**src/rtl/core/sktt_pkg.sv**
```systemverilog
// shared types and constants for the sorted key counter with top-three ranking
package sktt_pkg;

	localparam int KEY_W    = 64;
	localparam int HIT_W    = 32;
	localparam int TOTAL_W  = 11;
	localparam int IDX_W    = 10;
	localparam int RANKED_N = 3;

	typedef enum logic [1:0] {
		FUNC_LOAD  = 2'd0,
		FUNC_HIT   = 2'd1,
		FUNC_QUERY = 2'd2
	} func_t;

	typedef enum logic [1:0] {
		STATUS_OK      = 2'd0,
		STATUS_MISSING = 2'd1,
		STATUS_FULL    = 2'd2
	} status_t;

	typedef enum logic [2:0] {
		ST_IDLE,
		ST_DISPATCH,
		ST_SEARCH,
		ST_UPDATE,
		ST_RANK,
		ST_INSERT,
		ST_DONE
	} state_t;

	typedef struct packed {
		func_t              func;
		logic [KEY_W-1:0]   key;
	} req_t;

	typedef struct packed {
		status_t            status;
		logic               found;
		logic [HIT_W-1:0]   hit_count;
		logic [TOTAL_W-1:0] entry_total;
		logic [1:0]         ranked_filled;
		logic [IDX_W-1:0]   first_index;
		logic [IDX_W-1:0]   second_index;
		logic [IDX_W-1:0]   third_index;
	} rsp_t;

	typedef struct packed {
		logic take_in;
		logic do_load;
		logic search_start;
		logic search_step;
		logic do_update;
		logic rank_step;
		logic do_insert;
		logic set_result;
	} ctrl_cmd_t;

	typedef struct packed {
		func_t func;
		logic  empty;
		logic  key_eq;
		logic  more;
		logic  member;
		logic  member_first;
		logic  rank_last;
		logic  ranked_full;
	} dp_stat_t;

endpackage

```
**src/rtl/core/sktt_ctrl.sv**
```systemverilog
// sequencer that steps one word through load, search, update and ranking
module sktt_ctrl import sktt_pkg::*; (
	input  logic      clk,
	input  logic      arst_n,
	input  logic      req_valid,
	output logic      req_ready,
	output logic      rsp_valid,
	input  logic      rsp_ready,
	output ctrl_cmd_t cmd,
	input  dp_stat_t  stat
);

	state_t state_q;
	state_t state_d;
	logic   out_valid_q;

	always_ff @(posedge clk or negedge arst_n) begin
		if (!arst_n) begin
			state_q     <= ST_IDLE;
			out_valid_q <= 1'b0;
		end else begin
			state_q <= state_d;
			if (cmd.set_result) begin
				out_valid_q <= 1'b1;
			end else if (rsp_ready) begin
				out_valid_q <= 1'b0;
			end
		end
	end

	always_comb begin
		state_d   = state_q;
		cmd       = '0;
		req_ready = 1'b0;
		unique case (state_q)
			ST_IDLE: begin
				req_ready = 1'b1;
				if (req_valid) begin
					cmd.take_in = 1'b1;
					state_d     = ST_DISPATCH;
				end
			end
			ST_DISPATCH: begin
				unique case (stat.func)
					FUNC_LOAD: begin
						cmd.do_load = 1'b1;
						state_d     = ST_DONE;
					end
					FUNC_HIT, FUNC_QUERY: begin
						cmd.search_start = 1'b1;
						state_d          = stat.empty ? ST_DONE : ST_SEARCH;
					end
					default: begin
						state_d = ST_DONE;
					end
				endcase
			end
			ST_SEARCH: begin
				cmd.search_step = 1'b1;
				if (stat.key_eq) begin
					state_d = (stat.func == FUNC_HIT) ? ST_UPDATE : ST_DONE;
				end else if (!stat.more) begin
					state_d = ST_DONE;
				end
			end
			ST_UPDATE: begin
				cmd.do_update = 1'b1;
				if (stat.member) begin
					state_d = stat.member_first ? ST_DONE : ST_RANK;
				end else begin
					state_d = stat.ranked_full ? ST_INSERT : ST_DONE;
				end
			end
			ST_RANK: begin
				cmd.rank_step = 1'b1;
				if (stat.rank_last) begin
					state_d = ST_DONE;
				end
			end
			ST_INSERT: begin
				cmd.do_insert = 1'b1;
				state_d       = ST_DONE;
			end
			ST_DONE: begin
				if (!out_valid_q || rsp_ready) begin
					cmd.set_result = 1'b1;
					state_d        = ST_IDLE;
				end
			end
			default: begin
				state_d = ST_IDLE;
			end
		endcase
	end

	assign rsp_valid = out_valid_q;

endmodule

```
**config.mk**
```make
export PLATFORM = sky130hd
export DESIGN_NAME = sktt_ctrl
export DESIGN_NICKNAME = d
export VERILOG_FILES = /design/src/rtl/core/sktt_pkg.sv /design/src/rtl/core/sktt_ctrl.sv
export SDC_FILE = /design/constraint.sdc
export NUM_CORES = 1
export LEC_CHECK = 0
export BUFFER_PORTS_ARGS = -buffer_cell sky130_fd_sc_hd__buf_2
export CAP_MARGIN = 20
export CORE_AREA = 2 2 39 41
export DETAILED_ROUTE_END_ITERATION = 8
export DIE_AREA = 0 0 41 43
export PLACE_DENSITY_LB_ADDON = 0.12
export SLEW_MARGIN = 30
export SYNTH_ARGS = -nofsm -noshare
export SYNTH_HDL_FRONTEND = slang
export SYNTH_SLANG_ARGS = --single-unit
export TNS_END_PERCENT = 1
```
**constraint.sdc**
```tcl
create_clock -name clk -period 1.77 [get_ports clk]
set_input_delay 0.4425 -clock clk [delete_from_list [all_inputs] [get_ports clk]]
set_output_delay 0.4425 -clock clk [all_outputs]
set_load 0.02 [all_outputs]
```
After elaboration in Yosys (flattened, before gate mapping) --
Cells that the tools add are included.
Word-level totals: register bits after elaboration 4, latch bits 0, bits in writable memories 0, ROM bits 0, bits of input ports 13, logic and storage cells 47, memories kept 0
Operators by class: $add $sub $neg 0, multiply operators 0, divide/modulo/power cells 0, magnitude comparators 0, equality and inequality tests 12, shift-type cells 0, mux-type cells 26, bitwise operators 0, reduce and logical (&&, ||, !) cells 7
Operator list (number):
- 3-bit 2-to-1 mux | 8
- 3-bit one-hot mux with 7 select lines | 1
- 1-bit 2-to-1 mux | 13
- 3-bit == test (second input constant) | 3
- 2-bit 2-to-1 mux | 4
- 3-bit by 2-bit == test with 1-bit output (second input constant) | 2
- 2-bit inequality test (second input constant) | 3
- 4-bit AND reduction | 1
- 3-bit by 1-bit == test with 1-bit output (second input constant) | 1
- 3-bit logical NOT | 1
- 3-bit inequality test (second input constant) | 1
- 2-bit by 1-bit == test with 1-bit output (second input constant) | 1
- 2-bit == test (second input constant) | 1
- 2-bit logical NOT | 1
- 2-bit nonzero test | 1
- 2-bit OR reduction | 1
- 1-bit logical NOT | 1
- 1-bit logical OR | 1

Depth between registers and ports, before layout --
Gate-level depths: netlist (run 1).
word-level depth 5, gate-level depth with buffers 6, mapped depth without buffers 6

Worst setup path before layout (run 1) --
No wires, ideal clock.
path kind input port to output port, start point input port stat[8] in the netlist's numbering, end point output port cmd[5] in the netlist's numbering, arrival time 1.552 ns, data required time 1.327 ns, setup slack -0.224 ns, cell stages on the path 4, buffers on the path 0, cell sequence inv_1 ha_1 inv_1 nor4b_1
RTL lines:
- start, declared | line sktt_ctrl.sv:10 | input dp_stat_t stat
- end, declared | line sktt_ctrl.sv:9 | output ctrl_cmd_t cmd,

==> results of run 1 <==
[stage by stage]
stage          utilization, %  total power, W  hold slack, ns
6_report                 43.6        0.000978         0.00363
5_1_grt                  43.6         0.00107         0.00629
4_1_cts                  42.1        0.000949         0.00431
3_5_place_dp             39.8        0.000812           0.248
3_3_place_gp             39.8        0.000814           0.248
2_1_floorplan               -        0.000633           0.147
[path summary, 6_finish.rpt]
| path | depth (start not counted) | from | slack [ns] | to |
|---|---|---|---|---|
| max | 4 | state_q[0]$_DFFE_PN0P_ | 0.04 | cmd[7] |
| min | 1 | arst_n | 0.004 | state_q[0]$_DFFE_PN0P_ |
| max reg2reg | 5 | state_q[0]$_DFFE_PN0P_ | 0.33 | state_q[1]$_DFFE_PN0P_ |
| min reg2reg | 2 | rsp_valid$_DFFE_PN0P_ | 0.55 | rsp_valid$_DFFE_PN0P_ |
| max in group asynchronous | 1 | arst_n | 1.65 | state_q[2]$_DFFE_PN0P_ |
| min in group clk | 4 | stat[1] | 0.54 | state_q[2]$_DFFE_PN0P_ |
[layout make-up]
cell class	count	area (um2)	share of cell area (%)
Sequential cell	4	100	16.6
Timing Repair Buffer	26	158	26.1
Clock buffer	3	22.5	3.73
Multi-Input combinational cell	38	284	47.1
Tap cell	16	20.0	3.32
Inverter	5	18.8	3.11
[kinds of logic after synthesis]
family / Yosys count / share of synthesized area, %
AO/OA/AOI/OAI: 9 / 20.0
adder cells (fa/ha/maj): 2 / 6.15
buffers and inverters: 8 / 8.31
flip-flops: 4 / 24.6
multiplexers: 1 / 2.46
AND/OR/NAND/NOR: 26 / 38.5
[power groups by stage]
| stage | combinational (W) | clock [W] | sequential (W) |
|---|---|---|---|
| finish | 0.000707 | 0.000110 | 0.000161 |
| global route | 0.000782 | 0.000118 | 0.000167 |
| CTS | 0.000677 | 0.000113 | 0.000160 |
| detailed placement | 0.000651 | 0 | 0.000161 |
| global placement | 0.000654 | 0 | 0.000160 |
| floorplan | 0.000451 | 0 | 0.000182 |
[state kept, by name (all words and copies together) (netlist names)]
name,count
state_q,3
rsp_valid,1
[cells in the mapped netlist]
cell	n
dfrtp_1	4
and2_1	1
nor4b_1	1
a21oi_1	2
and3b_1	1
a2111oi_0	1
inv_2	1
or3_4	1
a31o_1	1
o21bai_1	1
o21ai_0	2
mux2i_1	1
o221ai_4	1
nand3b_1	3
clkbuf_1	2
nand2_1	6
buf_4	1
a221o_1	1
ha_1	2
or3_1	1
nor4bb_1	1
nor2b_1	1
inv_1	4
nand2b_1	5
nor3b_1	1
nor2_1	4
[timing repair]
action	4_1_cts	5_1_grt
setup endpoints to repair	2	4
setup buffers	1	0
pin swaps	2	0
resized for setup	1	8
[metal layers]
| layer | wire length [um] | vias up |
|---|---|---|
| li1 | - | 227 |
| met1 | 432 | 201 |
| met2 | 443 | 14 |
| met3 | 41 | 4 |
| met4 | 31 | 0 |
| met5 | 0 | - |
==> results.toml, run 1 <==
[outcome]
status = "finished, final reports clean"

[logic_synthesis]
synthTopCellsByArea = "dfrtp_1 (25%), nand2b_1 (7.7%), o221ai_4 (6.5%)"
yosys.area.top_type = "dfrtp_1"
syn_area_per_cell_um2 = 8.13
yosysUniqueCellTypes = 26
ys_warn_count = 0
synth_top_area_share_pct = 24.6
syn-num-nets = 65
ys_seq_elements = 4
ys_seq_area_share_pct = 24.6
syn_area_um2 = 407
synthCells = 50

[global_route]
gr-usage-met3_pct = 1.57
overflow = 0
busiest_layer = "met2"
antenna_found_initial = 0
grt_pass1_wl_um = 1610
grtUsageMet2_pct = 18.8
grt_start_max_net_pins = 14
use_met1_pct = 17.7
track_usage_pct = 13.6
grt_pass1_vias = 408

[clocking]
cts_sinks = 4
root_buffer = "clkbuf_4"
path_clk_slew_ns = 0.04
htree_levels = 1
postCtsHoldBufs = 0
insertion_delay_ns = 0.23
cts_tree = "done"
cts_max_path_buffers = 2
cts_buffers = 3

[final_layout]
nNetsFinal = 93
antenna_cells = 0
fin_area_um2 = 603
layout_commonest_cell = "buf_2"
drive_above_1_share_pct = 47.4
final_cell_mix = "buf_2 (18), nand2_1 (6), buf_4 (6)"
nFillCells = 155
syn_to_final_growth_pct = 48.3
instances_no_fill = 92

[worst_setup_path]
slowest_delay_ns = 0.39
cp-end-kind = "output port"
path_cells = "or3_4 > inv_2 > and2_4 > buf_6"
crit_slowest_cell = "dfrtp_1"
cpLargestDelayFamily = "simple AND/OR/NAND/NOR gates"
crit_buf_inv = 2
crit_type = "flip-flop to output port"
start_kind = "flip-flop"
crit_fanout = 2
worstPathArrival_ns = 1.29
worstPathRequired_ns = 1.33

[route]
finalWirelength_um = 949
drt_iter0_drc = 2
drc = 0
antenna_left = 0
num_vias = 446
vias_per_cell = 4.85
wl_per_cell_um = 10.3
dr.pass1.iters = 2

[sta]
rsz0062_at_grt = "true"
worst_pin_slew_ns = 0.426
setup_violations = 0
slew_headroom_pct = 70.8
setup_tns_ns = 0
fmax_mhz = 577
setup_ws_ns = 0.0376
final-hold-violation-count = 0
finalCritPeriodShare_pct = 97.9
slew_violations = 0
skew_ns = 0.00126
min_period_ns = 1.73

[floorplan]
fp.coreArea_mm2 = 0.00138
fp.dieH_um = 43
io_pins = 23
die_x_um = 41
start_util_pct = 29.4
row_count = 14
die_area_mm2 = 0.00176

[placed_design]
dp_hpwl_um = 723
place_area_um2 = 551
placedCellCount = 88
gp_congestion = 0.683
place_ws_ns = 0.00629
numPortBuffers = 22

[power]
p_switching_w = 0.000445
sequentialPowerShare_pct = 16.5
clkPwrFrac_pct = 11.2
swShare_pct = 45.6
power.internal_w = 0.000532
p_leak_nw = 0.313
power.density_mw_per_mm2 = 1620
vdd_drop_max_uv = 656
comb_power_share_pct = 72.3

[run]
drv_cap = 0

[worst_hold_path]
hp-class = "input pin to async pin"
No activity file was read; power rests on OpenSTA's default activity.
==> run 2, diff against run 1 <==
- SKIP_CTS_REPAIR_TIMING: not set -> 1
- clock period: 1.77 -> 1.66 ns (I/O delays scaled with it)
==> run 2 against run 1 <==
Against the previous run:
- the run now ends with negative setup slack left
- critical path depth unchanged
- cell count increased by 2.2%
- worst hold slack improved by 0.51 ns
- die area unchanged
- non-clock buffer count increased by 2
- first-iteration DRC count unchanged
- count of clock-buffer cells in the layout unchanged
- register-to-register slack got worse by 0.05 ns
- total power increased by 9.1%
- global-route usage decreased by 1.9 points
- core utilization increased by 2.9 points
- clock skew increased by 0.0032 ns
- critical endpoint unchanged
- largest cell class unchanged
==> results.toml, run 2 (synthesized netlist as in run 1, its figures left out) <==
[outcome]
status = "complete, but fails checks"
violations = "negative setup slack"

[sta]
slew_headroom_pct = 70.8
skew_ns = 0.00445
finalCritPeriodShare_pct = 103
setup_tns_ns = -0.0529
holdWs_ns = 0.510
slew_violations = 0
final-hold-violation-count = 0
min_period_ns = 1.71
setup_ws_ns = -0.0529
worst_pin_slew_ns = 0.427
setup_violations = 1
rsz0062_at_grt = "true"
fmax_mhz = 584

[final_layout]
fin_area_um2 = 643
antenna_cells = 0
drive_above_1_share_pct = 51.3
nFillCells = 157
final_cell_mix = "buf_2 (18), buf_4 (7), nand2_1 (6)"
largest_register_ffs = 3
instances_no_fill = 94
nNetsFinal = 95
regMostFlops = "state_q"
syn_to_final_growth_pct = 58.2
layout_commonest_cell = "buf_2"

[route]
finalWirelength_um = 955
vias_per_cell = 4.64
drc = 0
dr.pass1.iters = 2
wl_per_cell_um = 10.2
drt_iter0_drc = 2
antenna_left = 0
num_vias = 436

[clocking]
cts_buffers = 3
cts_sinks = 4
root_buffer = "clkbuf_4"
htree_levels = 1
cts_max_path_buffers = 2
path_clk_slew_ns = 0.04
insertion_delay_ns = 0.23
cts_tree = "done"

[global_route]
grtUsageMet2_pct = 19.1
antenna_found_initial = 0
track_usage_pct = 11.7
overflow = 0
grt_pass1_vias = 363
use_met1_pct = 15.1
grt_pass1_wl_um = 1440
busiest_layer = "met2"
grt_start_max_net_pins = 14
gr-usage-met3_pct = 3.14

[worst_setup_path]
crit_fanout = 3
start_kind = "flip-flop"
worstPathRequired_ns = 1.24
cp-end-kind = "output port"
reg2reg_slack_ns = 0.28
worstPathArrival_ns = 1.30
crit_type = "flip-flop to output port"

[placed_design]
place_area_um2 = 572
dp_hpwl_um = 770
placedCellCount = 90
gp_congestion = 0.704
numPortBuffers = 22

[power]
power.density_mw_per_mm2 = 1660
p_leak_nw = 0.330
power_w = 0.00107
vdd_drop_max_uv = 534

[floorplan]
fp.dieH_um = 43
row_count = 14
io_pins = 23
die_area_mm2 = 0.00176
start_util_pct = 29.4
fp.coreArea_mm2 = 0.00138
die_x_um = 41

[run]
drv_cap = 0

[worst_hold_path]
hp-class = "input pin to flip-flop"
## run 2: changes by cell type in the layout (fill, tap and decap cells not counted)
cell           change
buf_4              +1
dlygate4sd3_1      +1
inv_1              -1
inv_2              +1
nand2b_2           -1
nand2b_4           +1
nor2_1             -1
nor2_2             +1
nor4bb_1           -1
nor4bb_4           +1
## run 2: layer usage
layer / vias up / part of all wire (%)
met3: 0 / 2.7
li1: 230 / -
met4: 0 / 0
met5: - / 0
met2: 8 / 52
met1: 198 / 45
## run 2: stage by stage
| stage | utilization [%] | setup slack [ns] |
|---|---|---|
| 6_report | 46.5 | -0.0529 |
| 5_1_grt | 46.5 | -0.104 |
| 4_1_cts | 42.9 | -0.0976 |
| 3_5_place_dp | 41.3 | -0.0439 |
| 3_3_place_gp | 41.3 | -0.0307 |
| 2_1_floorplan | - | -0.0172 |
## run 2: power by group
part | total [W] | switching [W] | internal, W
logic | 0.000782 | 0.000434 | 0.000348
registers | 0.000171 | 0.0000236 | 0.000147
clock network | 0.000114 | 0.0000334 | 0.0000804
## run 2: worst max-delay path, stage by stage, from the launching register on
cell and delay (ns):
dfrtp_1 0.36, or3_4 0.42, inv_2 0.06, and2_4 0.13, buf_6 0.10
## run 2: worst paths after layout
kind | cells past startpoint | startpoint | to
min | 3 | rsp_ready | rsp_valid$_DFFE_PN0P_
min in group asynchronous | 2 | arst_n | state_q[0]$_DFFE_PN0P_
min reg2reg | 2 | rsp_valid$_DFFE_PN0P_ | rsp_valid$_DFFE_PN0P_
max reg2reg | 4 | state_q[2]$_DFFE_PN0P_ | state_q[0]$_DFFE_PN0P_
max | 4 | state_q[2]$_DFFE_PN0P_ | cmd[7]
max in group asynchronous | 2 | arst_n | state_q[2]$_DFFE_PN0P_
## run 2: cell type report
cell class	instances	area, um2	area share, %
Clock buffer	3	22.5	3.50
Inverter	5	18.8	2.92
Multi-Input combinational cell	38	307	47.7
Sequential cell	4	100	15.6
Tap cell	16	20.0	3.11
Timing Repair Buffer	28	175	27.2
